File: src/hdl/nan_aware_column_interpolator_macros.svh
// ----------------------------------------------------------------------------
// NaN-aware column interpolator: assertion macros
// Concurrent checks clocked on clk_i and quiet while rst_ni is low.
// ----------------------------------------------------------------------------
`ifndef NAN_AWARE_COLUMN_INTERPOLATOR_MACROS_SVH
`define NAN_AWARE_COLUMN_INTERPOLATOR_MACROS_SVH

`ifndef SYNTHESIS

// Full property, clocked and disabled during reset.
`define NCI_ASSERT(name, prop, msg) \
  name: assert property (@(posedge clk_i) disable iff (!rst_ni) (prop)) else $error(msg);

// Same-cycle implication from a condition to a consequence.
`define NCI_ASSERT_IMPL(name, ante, cons, msg) \
  name: assert property (@(posedge clk_i) disable iff (!rst_ni) (ante) |-> (cons)) \
    else $error(msg);

`else

`define NCI_ASSERT(name, prop, msg)
`define NCI_ASSERT_IMPL(name, ante, cons, msg)

`endif

`endif

File: src/hdl/nci_pkg.sv
// ----------------------------------------------------------------------------
// nci_pkg
// Shared widths, limits and the request and response bundles of the
// multiply-divide unit.
// ----------------------------------------------------------------------------
package nci_pkg;

  localparam int IDX_W     = 14;
  localparam int DATA_W    = 32;
  localparam int MAX_ROWS  = 16384;
  localparam int ROW_LIMIT = (MAX_ROWS - 1 > 2) ? (MAX_ROWS - 1) : 2;

  // The divider produces one quotient bit per cycle.
  localparam int DIV_STEPS = DATA_W;
  localparam int CNT_W     = $clog2(DIV_STEPS);

  typedef struct packed {
    logic              start;
    logic [DATA_W-1:0] multiplicand;
    logic [DATA_W-1:0] multiplier;
    logic [DATA_W-1:0] divisor;
  } md_req_t;

  typedef struct packed {
    logic              busy;
    logic              done;
    logic [DATA_W-1:0] quotient;
  } md_rsp_t;

endpackage

File: src/hdl/nci_muldiv.sv
// ----------------------------------------------------------------------------
// nci_muldiv
// Computes floor(a * b / d) for unsigned operands with b <= d: a multiply
// state, then a restoring divider that retires one quotient bit per cycle.
// ----------------------------------------------------------------------------
`include "nan_aware_column_interpolator_macros.svh"

module nci_muldiv (
  input  logic             clk_i,
  input  logic             rst_ni,
  input  nci_pkg::md_req_t req_i,
  output nci_pkg::md_rsp_t rsp_o
);
  import nci_pkg::*;

  typedef enum logic [2:0] {
    MD_IDLE = 3'b001,
    MD_MUL  = 3'b010,
    MD_DIV  = 3'b100
  } md_state_e;

  md_state_e         state_q, state_d;
  logic [CNT_W-1:0]  cnt_q;
  logic              done_q;
  logic [DATA_W-1:0] a_q, b_q, d_q;
  logic [DATA_W-1:0] rem_q, quo_q;

  logic [DATA_W:0]   trial;
  logic [DATA_W:0]   diff;
  logic              ge;

  // One restoring step: bring down the next dividend bit and try a subtract.
  assign trial = {rem_q, quo_q[DATA_W-1]};
  assign diff  = trial - {1'b0, d_q};
  assign ge    = trial >= {1'b0, d_q};

  always_comb begin
    state_d = state_q;
    case (state_q)
      MD_IDLE: if (req_i.start) state_d = MD_MUL;
      MD_MUL:  state_d = MD_DIV;
      MD_DIV:  if (cnt_q == CNT_W'(DIV_STEPS - 1)) state_d = MD_IDLE;
      default: state_d = MD_IDLE;
    endcase
  end

  always_ff @(posedge clk_i or negedge rst_ni) begin
    if (!rst_ni) begin
      state_q <= MD_IDLE;
      cnt_q   <= '0;
      done_q  <= 1'b0;
    end else begin
      state_q <= state_d;
      done_q  <= (state_q == MD_DIV) && (cnt_q == CNT_W'(DIV_STEPS - 1));
      case (state_q)
        MD_MUL:  cnt_q <= '0;
        MD_DIV:  cnt_q <= cnt_q + CNT_W'(1);
        default: cnt_q <= cnt_q;
      endcase
    end
  end

  always_ff @(posedge clk_i) begin
    case (state_q)
      MD_IDLE: begin
        if (req_i.start) begin
          a_q <= req_i.multiplicand;
          b_q <= req_i.multiplier;
          d_q <= req_i.divisor;
        end
      end
      MD_MUL: begin
        {rem_q, quo_q} <= {{DATA_W{1'b0}}, a_q} * {{DATA_W{1'b0}}, b_q};
      end
      MD_DIV: begin
        rem_q <= ge ? diff[DATA_W-1:0] : trial[DATA_W-1:0];
        quo_q <= {quo_q[DATA_W-2:0], ge};
      end
      default: begin
        rem_q <= rem_q;
      end
    endcase
  end

  assign rsp_o.busy     = (state_q != MD_IDLE);
  assign rsp_o.done     = done_q;
  assign rsp_o.quotient = quo_q;

  `NCI_ASSERT_IMPL(a_start_idle, req_i.start, state_q == MD_IDLE, "start while unit busy")
  `NCI_ASSERT_IMPL(a_quot_bound, done_q, quo_q <= a_q, "quotient exceeds multiplicand")
  `NCI_ASSERT(a_done_pulse, done_q |=> !done_q, "done held longer than one cycle")

endmodule

File: src/hdl/nan_aware_column_interpolator.sv
// ----------------------------------------------------------------------------
// nan_aware_column_interpolator
// Streams one latitude-sorted column and fills missing samples from
// neighbour averages, interpolating by latitude where the row lies between.
// ----------------------------------------------------------------------------
// Operation: a row that needs latitude interpolation also passes through the
//   shared unit, which multiplies and then divides; any other row skips it.
// Throughput: one row at a time, in_stall_o high until the row is finished;
//   a row finishes later while the output word is stalled.
// Reset: rst_ni clears the sequencer, the output valid and all column state.
// ----------------------------------------------------------------------------
`include "nan_aware_column_interpolator_macros.svh"

module nan_aware_column_interpolator (
  input  logic                                clk_i,
  input  logic                                rst_ni,
  // Input channel.
  input  logic                                in_valid_i,
  output logic                                in_stall_o,
  input  logic        [nci_pkg::IDX_W-1:0]    sort_index_i,
  input  logic signed [nci_pkg::DATA_W-1:0]   latitude_i,
  input  logic signed [nci_pkg::DATA_W-1:0]   sample_value_i,
  input  logic                                sample_valid_i,
  input  logic                                last_in_column_i,
  // Output channel.
  output logic                                out_valid_o,
  input  logic                                out_stall_i,
  output logic        [nci_pkg::IDX_W-1:0]    row_number_o,
  output logic signed [nci_pkg::DATA_W-1:0]   result_value_o,
  output logic                                result_valid_o,
  output logic                                column_done_o
);
  import nci_pkg::*;

  // Sequencer. Each row walks through these steps; the middle-row steps are
  // skipped for the first two rows of a column.
  typedef enum logic [7:0] {
    S_IDLE  = 8'b0000_0001,  // waiting for a row
    S_ROW0  = 8'b0000_0010,  // row 0 word or single-row column word
    S_MID1  = 8'b0000_0100,  // pair means of latitude and value
    S_MID2  = 8'b0000_1000,  // pick the rule for the held row
    S_START = 8'b0001_0000,  // hand the interpolation to the shared unit
    S_WAIT  = 8'b0010_0000,  // shared unit multiplying and dividing
    S_MOUT  = 8'b0100_0000,  // middle row word
    S_FIN   = 8'b1000_0000   // final row word or shift of the row window
  } state_e;

  state_e state_q, state_d;

  // The accepted row.
  logic        [IDX_W-1:0]  x_sidx_q;
  logic signed [DATA_W-1:0] x_lat_q, x_val_q;
  logic                     x_ok_q, x_last_q;

  // Column state: the row before the held row, the held row, and bookkeeping.
  logic        [IDX_W-1:0]  row_cnt_q;
  logic signed [DATA_W-1:0] prev_lat_q, prev_val_q;
  logic                     prev_ok_q;
  logic signed [DATA_W-1:0] held_lat_q, held_val_q;
  logic                     held_ok_q;
  logic        [IDX_W-1:0]  held_sidx_q;
  logic                     first_done_q;
  logic signed [DATA_W-1:0] latest_q;

  // Middle-row working registers.
  logic signed [DATA_W-1:0] x1_q, x2_q, y1_q, y2_q;
  logic                     y1ok_q, y2ok_q, pass_q, nodata_q;
  logic signed [DATA_W-1:0] mid_val_q;
  logic                     mid_ok_q, interp_q;
  logic signed [DATA_W:0]   dy_q, num_q, den_q;

  // Output register.
  logic                     out_valid_q;
  logic        [IDX_W-1:0]  out_row_q;
  logic signed [DATA_W-1:0] out_val_q;
  logic                     out_ok_q, out_done_q;

  md_req_t md_req;
  md_rsp_t md_rsp;

  logic in_accept, out_free;
  logic load, ld_ok, ld_done;
  logic        [IDX_W-1:0]  ld_row;
  logic signed [DATA_W-1:0] ld_val;

  assign in_stall_o = (state_q != S_IDLE);
  assign in_accept  = in_valid_i && !in_stall_o;
  // The output register can take a new word when empty or being drained.
  assign out_free   = !out_valid_q || !out_stall_i;

  // Pair means. Every mean is a floor division by two, so an arithmetic
  // shift of the 33-bit sum.
  logic signed [DATA_W:0] sum_x1, sum_x2, sum_hp, sum_hx, sum_y;
  logic signed [DATA_W-1:0] y1_c, y2_c;

  assign sum_x1 = $signed({held_lat_q[DATA_W-1], held_lat_q})
                + $signed({prev_lat_q[DATA_W-1], prev_lat_q});
  assign sum_x2 = $signed({held_lat_q[DATA_W-1], held_lat_q})
                + $signed({x_lat_q[DATA_W-1], x_lat_q});
  assign sum_hp = $signed({held_val_q[DATA_W-1], held_val_q})
                + $signed({prev_val_q[DATA_W-1], prev_val_q});
  assign sum_hx = $signed({held_val_q[DATA_W-1], held_val_q})
                + $signed({x_val_q[DATA_W-1], x_val_q});
  assign sum_y  = $signed({y1_q[DATA_W-1], y1_q}) + $signed({y2_q[DATA_W-1], y2_q});

  always_comb begin
    if (held_ok_q && prev_ok_q) begin
      y1_c = sum_hp[DATA_W:1];
    end else if (held_ok_q) begin
      y1_c = held_val_q;
    end else if (prev_ok_q) begin
      y1_c = prev_val_q;
    end else begin
      y1_c = '0;
    end
    if (held_ok_q && x_ok_q) begin
      y2_c = sum_hx[DATA_W:1];
    end else if (held_ok_q) begin
      y2_c = held_val_q;
    end else if (x_ok_q) begin
      y2_c = x_val_q;
    end else begin
      y2_c = '0;
    end
  end

  // Rule selection for the held row, from the registered means.
  logic between, interp_c;

  assign between  = ((x1_q <= held_lat_q) && (held_lat_q <= x2_q))
                 || ((x2_q <= held_lat_q) && (held_lat_q <= x1_q));
  assign interp_c = !pass_q && !nodata_q && y1ok_q && y2ok_q
                 && (x1_q != x2_q) && between;

  // Operands of the shared unit: magnitudes of the value step, of the
  // latitude offset and of the latitude span. The row lies between the two
  // means, so the offset never exceeds the span and the quotient stays
  // within the value step.
  logic signed [DATA_W:0] dy_abs, num_abs, den_abs;

  assign dy_abs  = dy_q[DATA_W]  ? -dy_q  : dy_q;
  assign num_abs = num_q[DATA_W] ? -num_q : num_q;
  assign den_abs = den_q[DATA_W] ? -den_q : den_q;

  assign md_req.start        = (state_q == S_START);
  assign md_req.multiplicand = dy_abs[DATA_W-1:0];
  assign md_req.multiplier   = num_abs[DATA_W-1:0];
  assign md_req.divisor      = den_abs[DATA_W-1:0];

  nci_muldiv u_muldiv (
    .clk_i  (clk_i),
    .rst_ni (rst_ni),
    .req_i  (md_req),
    .rsp_o  (md_rsp)
  );

  // Interpolated value: y1 plus the quotient, which takes the sign of the
  // value step (truncation toward zero).
  logic signed [DATA_W:0]   q_ext, interp_sum;
  logic signed [DATA_W-1:0] mid_value;

  assign q_ext      = $signed({1'b0, md_rsp.quotient});
  assign interp_sum = $signed({y1_q[DATA_W-1], y1_q}) + (dy_q[DATA_W] ? -q_ext : q_ext);
  assign mid_value  = interp_q ? interp_sum[DATA_W-1:0] : mid_val_q;

  logic row0_emit;
  state_e after_row0;

  // Row 0 is reported on the first valid non-final row, or as zero when the
  // final row comes before any valid sample.
  assign row0_emit  = !first_done_q && (x_last_q || x_ok_q);
  assign after_row0 = (row_cnt_q >= IDX_W'(2)) ? S_MID1 : S_FIN;

  always_comb begin
    state_d = state_q;
    load    = 1'b0;
    ld_row  = '0;
    ld_val  = '0;
    ld_ok   = 1'b0;
    ld_done = 1'b0;
    case (state_q)
      S_IDLE: begin
        if (in_accept) state_d = S_ROW0;
      end
      S_ROW0: begin
        if (x_last_q && (row_cnt_q == '0)) begin
          // Single-row column: this row is both row 0 and the final row.
          if (out_free) begin
            load    = 1'b1;
            ld_val  = latest_q;
            ld_ok   = 1'b1;
            ld_done = 1'b1;
            state_d = S_IDLE;
          end
        end else if (row0_emit) begin
          if (out_free) begin
            load    = 1'b1;
            ld_val  = x_last_q ? '0 : x_val_q;
            ld_ok   = 1'b1;
            state_d = after_row0;
          end
        end else begin
          state_d = after_row0;
        end
      end
      S_MID1: begin
        state_d = S_MID2;
      end
      S_MID2: begin
        state_d = interp_c ? S_START : S_MOUT;
      end
      S_START: begin
        state_d = S_WAIT;
      end
      S_WAIT: begin
        if (md_rsp.done) state_d = S_MOUT;
      end
      S_MOUT: begin
        if (out_free) begin
          load    = 1'b1;
          ld_row  = row_cnt_q - IDX_W'(1);
          ld_val  = mid_value;
          ld_ok   = mid_ok_q;
          state_d = S_FIN;
        end
      end
      S_FIN: begin
        if (x_last_q) begin
          if (out_free) begin
            load    = 1'b1;
            ld_row  = row_cnt_q;
            ld_val  = latest_q;
            ld_ok   = 1'b1;
            ld_done = 1'b1;
            state_d = S_IDLE;
          end
        end else begin
          state_d = S_IDLE;
        end
      end
      default: begin
        state_d = S_IDLE;
      end
    endcase
  end

  // A column ends when its final word is loaded; all column state goes back
  // to its reset value for the next column.
  logic clear_col;

  assign clear_col = load && ld_done;

  always_ff @(posedge clk_i or negedge rst_ni) begin
    if (!rst_ni) begin
      state_q      <= S_IDLE;
      row_cnt_q    <= '0;
      prev_lat_q   <= '0;
      prev_val_q   <= '0;
      prev_ok_q    <= 1'b0;
      held_lat_q   <= '0;
      held_val_q   <= '0;
      held_ok_q    <= 1'b0;
      held_sidx_q  <= '0;
      first_done_q <= 1'b0;
      latest_q     <= '0;
      out_valid_q  <= 1'b0;
    end else begin
      state_q <= state_d;

      if (load) begin
        out_valid_q <= 1'b1;
      end else if (!out_stall_i) begin
        out_valid_q <= 1'b0;
      end

      if (in_accept && sample_valid_i) begin
        latest_q <= sample_value_i;
      end

      if (clear_col) begin
        row_cnt_q    <= '0;
        prev_lat_q   <= '0;
        prev_val_q   <= '0;
        prev_ok_q    <= 1'b0;
        held_lat_q   <= '0;
        held_val_q   <= '0;
        held_ok_q    <= 1'b0;
        held_sidx_q  <= '0;
        first_done_q <= 1'b0;
        latest_q     <= '0;
      end else if ((state_q == S_ROW0) && load) begin
        first_done_q <= 1'b1;
      end else if ((state_q == S_FIN) && !x_last_q) begin
        // Slide the three-row window and count the row, saturating.
        prev_lat_q  <= held_lat_q;
        prev_val_q  <= held_val_q;
        prev_ok_q   <= held_ok_q;
        held_lat_q  <= x_lat_q;
        held_val_q  <= x_val_q;
        held_ok_q   <= x_ok_q;
        held_sidx_q <= x_sidx_q;
        if (row_cnt_q < IDX_W'(ROW_LIMIT)) begin
          row_cnt_q <= row_cnt_q + IDX_W'(1);
        end
      end
    end
  end

  // Datapath registers.
  always_ff @(posedge clk_i) begin
    if (in_accept) begin
      x_sidx_q <= sort_index_i;
      x_lat_q  <= latitude_i;
      x_val_q  <= sample_value_i;
      x_ok_q   <= sample_valid_i;
      x_last_q <= last_in_column_i;
    end

    if (state_q == S_MID1) begin
      x1_q     <= sum_x1[DATA_W:1];
      x2_q     <= sum_x2[DATA_W:1];
      y1_q     <= y1_c;
      y2_q     <= y2_c;
      y1ok_q   <= held_ok_q || prev_ok_q;
      y2ok_q   <= held_ok_q || x_ok_q;
      pass_q   <= held_ok_q && (x_sidx_q > held_sidx_q);
      nodata_q <= !held_ok_q && !prev_ok_q && !x_ok_q;
    end

    if (state_q == S_MID2) begin
      interp_q <= interp_c;
      mid_ok_q <= !(nodata_q && !pass_q);
      if (pass_q) begin
        mid_val_q <= held_val_q;
      end else if (nodata_q) begin
        mid_val_q <= '0;
      end else if (!y1ok_q) begin
        mid_val_q <= y2_q;
      end else if (!y2ok_q) begin
        mid_val_q <= y1_q;
      end else begin
        mid_val_q <= sum_y[DATA_W:1];
      end
      dy_q  <= $signed({y2_q[DATA_W-1], y2_q}) - $signed({y1_q[DATA_W-1], y1_q});
      num_q <= $signed({held_lat_q[DATA_W-1], held_lat_q})
             - $signed({x1_q[DATA_W-1], x1_q});
      den_q <= $signed({x2_q[DATA_W-1], x2_q}) - $signed({x1_q[DATA_W-1], x1_q});
    end

    if (load) begin
      out_row_q  <= ld_row;
      out_val_q  <= ld_val;
      out_ok_q   <= ld_ok;
      out_done_q <= ld_done;
    end
  end

  assign out_valid_o    = out_valid_q;
  assign row_number_o   = out_row_q;
  assign result_value_o = out_val_q;
  assign result_valid_o = out_ok_q;
  assign column_done_o  = out_done_q;

  `NCI_ASSERT(a_done_clears, clear_col |=> (row_cnt_q == '0) && !first_done_q, "column kept")
  `NCI_ASSERT_IMPL(a_row0_once, load && (ld_row == '0) && !ld_done, !first_done_q, "row 0 twice")
  `NCI_ASSERT_IMPL(a_div_nonzero, state_q == S_START, (den_q != '0) && interp_q, "zero span")
  `NCI_ASSERT_IMPL(a_wait_busy, (state_q == S_WAIT) && !md_rsp.done, md_rsp.busy, "unit idle")

endmodule
File: config.mk
export PLATFORM = sky130hd
export DESIGN_NAME = nan_aware_column_interpolator
export DESIGN_NICKNAME = d
export VERILOG_FILES = /design/src/hdl/nci_pkg.sv /design/src/hdl/nci_muldiv.sv /design/src/hdl/nan_aware_column_interpolator.sv
export VERILOG_INCLUDE_DIRS = /design/src /design/src/hdl
export SDC_FILE = /design/constraint.sdc
export NUM_CORES = 2
export LEC_CHECK = 0
export BUFFER_PORTS_ARGS = -buffer_cell sky130_fd_sc_hd__buf_2
export CAP_MARGIN = 40
export CORE_MARGIN = 2
export CORE_UTILIZATION = 65
export CTS_CLUSTER_SIZE = 14
export DETAILED_ROUTE_END_ITERATION = 7
export GPL_TIMING_DRIVEN = 1
export HOLD_SLACK_MARGIN = 0.08
export PLACE_DENSITY = 0.8
export SYNTH_ARGS = -nofsm -noshare
export SYNTH_HDL_FRONTEND = slang
export SYNTH_SLANG_ARGS = --single-unit
File: constraint.sdc
create_clock -name clk_i -period 12.9 [get_ports clk_i]
set_input_delay 0.645 -clock clk_i [delete_from_list [all_inputs] [get_ports clk_i]]
set_output_delay 0.645 -clock clk_i [all_outputs]
set_load 0.1 [all_outputs]
After elaboration in Yosys (flattened, before gate mapping)

Index checks and enable logic that the tools add are counted.

Reduce and logical (&&, ||, !) cells: 48
Add/sub/neg operators: 17
Multiplexer cells: 85
Equal/unequal tests: 22
Multiply operators: 1
$lt $le $gt $ge: 8

Operators by type and width:

| operator                                                            | count |
|---|---|
| two-way mux 32 bit                                                  | 37 |
| adder 32 x 32 -> 33 bit                                             | 5 |
| two-way mux 14 bit                                                  | 10 |
| less-or-equal comparator 32 bit                                     | 4 |
| negation 32 bit                                                     | 4 |
| case mux 32 bit (2 select lines)                                    | 2 |
| subtractor 32 x 32 -> 33 bit                                        | 3 |
| case mux 32 bit (3 select lines)                                    | 1 |
| two-way mux 8 bit                                                   | 9 |
| multiplier 32 x 32 -> 64 bit                                        | 1 |
| case mux 8 bit (8 select lines)                                     | 1 |
| greater-or-equal comparator 33 x 32 -> 1 bit                        | 1 |
| adder 32 bit                                                        | 1 |
| inequality test 32 bit                                              | 1 |
| subtractor 32 bit                                                   | 1 |
| case mux 14 bit (2 select lines)                                    | 1 |
| logical AND 1 bit                                                   | 21 |
| two-way mux 1 bit                                                   | 16 |
| adder 14 x 1 -> 14 bit (second input constant)                      | 1 |
| greater-or-equal comparator 14 x 2 -> 1 bit (second input constant) | 1 |
| > comparator 14 bit                                                 | 1 |
| zero test 14 bit                                                    | 1 |
| < comparator 14 bit (second input constant)                         | 1 |
| subtractor 14 x 1 -> 14 bit (second input constant)                 | 1 |
| 29 further kinds                                                    | 56 |

Output and inout bits: 50
Flip-flop bits (word level): 762
Logic and storage cells: 224
Bits of input ports: 84

Depth between registers and ports, before layout

Depth after elaboration: 9
Mapped depth: 31

Cells and area by module

From an unflattened synthesis, not the netlist that was laid out.

Cells, all modules: 8693
Area total of the unflattened synthesis: 82024.9 um2

By module, submodules not included:

| module                        | instances | cells each | area an instance (um2) | seq. area each (um2) |
|---|---|---|---|---|
| nci_muldiv                    | 1         | 4328       | 41183.2                | 5031.1 |
| nan_aware_column_interpolator | 1         | 4365       | 40841.7                | 16807.4 |

Least setup slack after synthesis

OpenSTA, ideal clock, no wires.

Path type: register -> register
Start: register state_q[1]
End: register u_muldiv.a_q[0] (enable)
Slack: 1311 ps
Arrival time: 10766 ps
Stages on the path, launching flop included: 5
Data required time: 12076 ps
Cells stage by stage: dfrtp_1 > nor2_1 > and3_1 > nand3b_1 > nor4b_1

Word-level cells in the longest chain between the ends: 2

Ends and longest elaborated chain:

| element                       | RTL line                             | text |
|---|---|---|
| start: declaration            | nan_aware_column_interpolator.sv:48  | `state_e state_q, state_d;` |
| start signal: assignment      | nan_aware_column_interpolator.sv:268 | `state_q <= state_d;` |
| == test 8 x 5 -> 1 bit        | nan_aware_column_interpolator.sv:145 | `assign md_req.start = (state_q == S_START);` |
| AND reduction 2 bit (no line) | n/a                                  |  |
| end signal: assignment        | nci_muldiv.sv:67                     | `a_q <= req_i.multiplicand;` |
| end: declaration              | nci_muldiv.sv:25                     | `logic [DATA_W-1:0] a_q, b_q, d_q;` |

No other way between the ends.
A chain may end at the register's enable or synchronous reset.

Worst setup path in the final report

Start: register u_muldiv.a_q[26]
End: register u_muldiv.rem_q[24], data pin

Word-level cells in the longest chain between the ends: 2

Ends and longest elaborated chain:

| element                          | RTL line         | text |
|---|---|---|
| multiplier 32 x 32 -> 64 bit     | nci_muldiv.sv:73 | `{rem_q, quo_q} <= {{DATA_W{1'b0}}, a_q} * {{DATA_W{1'b0}}, b_q};` |
| case mux 32 bit (2 select lines) | nci_muldiv.sv:64 | `case (state_q)` |
| end signal: assignment           | nci_muldiv.sv:73 |  |
| end signal: assignment           | nci_muldiv.sv:76 | `rem_q <= ge ? diff[DATA_W-1:0] : trial[DATA_W-1:0];` |
| end signal: assignment           | nci_muldiv.sv:80 | `rem_q <= rem_q;` |
| end: declaration                 | nci_muldiv.sv:26 | `logic [DATA_W-1:0] rem_q, quo_q;` |

No other way between the ends.

==> results_dict.tcl <==
set metrics [dict create \
    status "complete, no violations" \
    slew_headroom 0.308 \
    cts_buffers 79 \
    min_path_cells 1 \
    antenna_left 0 \
    p_seq_frac 0.427 \
    nets 9853 \
    rsz0062_at_grt "no" \
    placedInstanceArea_sq_mm 0.0835 \
    synth_seq_area_share 0.270 \
    fillers 9258 \
    top_regs "den_q: 33 flops, dy_q: 33 flops, num_q: 33 flops" \
    avgSynthCellArea_sq_um 9.75 \
    min_path_type "in -> reg" \
    critPathMaxFanout 20 \
    portBuffers 133 \
    setup_viol 0 \
    swShare 0.336 \
    synth_top_area_share 0.225 \
    p_total_mw 7.47 \
    synth_most_common_cell "inv_1" \
    synthCells 8288 \
    antenna_found_initial 6 \
    cts_setup_buffers 0 \
    path_cells "buf_4 > and2_1 > fa_1 > inv_1 > fa_1 > fa_1 > fa_1 > inv_1 > fa_1 > fa_1 > fa_1 > fa_1 > ha_1 > a21oi_1 > o21ai_0 > nor4b_1 > o21ai_0 > buf_4 > a221o_1 > a41oi_1 > xnor2_1 > nor2_1 > a21oi_1" \
    cts.clk_slew.worst_paths_ps 60 \
    critPathKind "reg -> reg" \
    synth_cell_types 81 \
    async_flop_share 0.274 \
    syn_to_final_growth_pct 6.58 \
    powerDensity_mw_per_mm2 86.7 \
    p_comb_frac 0.263 \
    critPathMaxStageDelay_ps 950 \
    postLayoutCellArea_sq_mm 0.0861 \
    r2r_cells 23 \
    worstSetupEndpoint "u_muldiv.rem_q[24]" \
    gp_congestion 0.977 \
    yosysWarnings 0 \
    cp_slowest_cell "nor4b_1" \
    p_int_mw 4.96 \
    arrival_ps 9320 \
    power.share.clock 0.310 \
    leakage_nw 39.5 \
    post-route-util 0.697 \
    grt_start_max_net_pins 86 \
    r2r-start "u_muldiv.a_q[26]" \
    initial_utilization 0.654 \
    slew_violations 0 \
    io_pins 134 \
    fin_skew_ps 26.7 \
    dr.first_iter.drc_count 5263 \
    wire_per_inst_microns 20.6 \
    tritoncts "yes" \
    ys_ff_latch 762 \
    dieWidth_microns 357 \
    fp-row-count 129 \
    place_hpwl_mm 160 \
    finalHoldViolations 0 \
    grt_pass1_vias 62400 \
    synth_edf_count 553 \
    die_area_sq_mm 0.127 \
    vias_per_cell 6.09 \
    fp.coreArea_sq_mm 0.123 \
    critPathCaptureType "register" \
    cp.required_ps 13300 \
    synth_area_sq_mm 0.0808 \
    start_kind "register" \
    wirelength_mm 205 \
    timing.fmax_ghz 0.112 \
    grt_usage 0.331 \
    multiInputGateArea_sq_mm 0.0532 \
    first_pass_iters 6 \
    fin_crit_ps 8920 \
    num_vias 60500 \
    ir_drop_mv 0.161 \
    synth_flop_cell "edfxtp_1" \
    drive_gt1_frac 0.0553 \
    die_height_microns 357 \
    clockBufferDepth 3 \
    yosysTopAreaCell "fa_1" \
    grt_overflow_total 0 \
    cts_sinks 762 \
    synth.area.top_cells "fa_1 22%, edfxtp_1 21%, ha_1 9.8%, dfrtp_1 6.4%, inv_1 5.4%" \
    worstSkewPairLatency_ps 670 \
    synth_common_cells "1160 x inv_1, 906 x fa_1, 768 x nand2_1" \
    tightest_slew_ps 1010 \
    drc 0 \
    finalSetupTns_ps 0 \
    crit_path_start "u_muldiv.a_q[26]" \
    antenna_cells 0 \
    reg2reg_to "u_muldiv.rem_q[24]" \
    synth_fp_nets 9912 \
    grt_pass1_wl_mm 335 \
    final-seq-area_sq_mm 0.0218 \
    p_sw_mw 2.51 \
    cp_common_cell "fa_1" \
    htreeDepth 3 \
    cap_violations 0 \
    worst-r2r-setup-slack_ps 3980 \
    clock-root-buffer "clkbuf_16" \
    fin_crit_sh 0.692 \
]
-- final cells by class --
class / instances / share of cell area
Sequential cell: 762 / 0.254
Multi-Input combinational cell: 5980 / 0.618
Clock buffer: 100 / 0.0248
Timing Repair Buffer: 246 / 0.0237
Tap cell: 1637 / 0.0238
Clock inverter: 46 / 0.00533
Inverter: 1160 / 0.0506
-- logic make-up after synthesis --
family | Yosys count | share of synthesized area
AO/OA/AOI/OAI | 1593 | 0.131
XOR/XNOR | 458 | 0.0497
adder cells (fa/ha/maj) | 1540 | 0.323
buffers and inverters | 1546 | 0.0718
flip-flops | 762 | 0.270
multiplexers | 113 | 0.0146
AND/OR/NAND/NOR | 2276 | 0.140
-- how the worst min path moves through the flow --
stage / slack [ps] / from / end
after global placement: 480 / dy_q[0] / u_muldiv.a_q[0]
after detailed placement: 470 / dy_q[0] / u_muldiv.a_q[0]
final: 150 / latitude_i[6] / x_lat_q[6]
after global routing: 140 / sort_index_i[3] / x_sidx_q[3]
after floorplan: 350 / rst_ni / first_done_q
after CTS: 110 / latitude_i[18] / x_lat_q[18]
-- power by group through the flow --
stage / Combinational, mW / Clock [mW] / Sequential [mW]
6_report: 1.96 / 2.32 / 3.19
2_1_floorplan: 1.28 / 0 / 3.35
5_1_grt: 2.14 / 2.44 / 3.22
4_1_cts: 1.94 / 2.35 / 3.18
3_5_place_dp: 1.92 / 0 / 3.23
3_3_place_gp: 1.86 / 0 / 3.22
-- critical path: cells and delay by family (launching register included) --
family	cells	cell delay, ps
adders and majority gates	9	4330
buffers and inverters	4	790
and+or+nand+nor	3	1260
xor gates and xnor gates	1	100
AOI/OAI and AO/OA	6	1490
DFF	1	710
-- cell usage in the layout, fill, tap and decap left out, drive strengths merged, types with 75 or more instances in the layout --
cell,count
a21o,182
a21oi,410
a22o,188
and2,590
buf,245
clkbuf,100
dfrtp,207
edfxtp,553
fa,906
ha,634
inv,1168
mux2i,76
nand2,768
nand3,93
nor2,379
nor3,75
o21ai,331
xnor2,343
xor2,115
-- per-layer routing --
layer,share of wire,track usage,vias to the layer above
met5,0.00027,0,-
met2,0.47,0.533,2544
li1,-,-,27600
met4,0.028,0.0992,10
met1,0.43,0.472,30000
met3,0.078,0.0429,340
-- repair_timing --
item / 4_1_cts / 5_1_grt
endpoints found under the hold margin: 83 / 0
resized for setup: 0 / 0
hold buffers: 1 / 0
-- metrics by stage --
| stage | instances | setup slack [ps] | hold slack, ps |
|---|---|---|---|
| after detailed placement | 9783 | 4080 | 469 |
| after global placement | 9749 | 3770 | 476 |
| after CTS | 9930 | 4070 | 115 |
| after global routing | 9931 | 3620 | 139 |
| after floorplan | 8288 | 1310 | 349 |
| final | 9931 | 3980 | 153 |
Power figures use the tool's default switching activity.
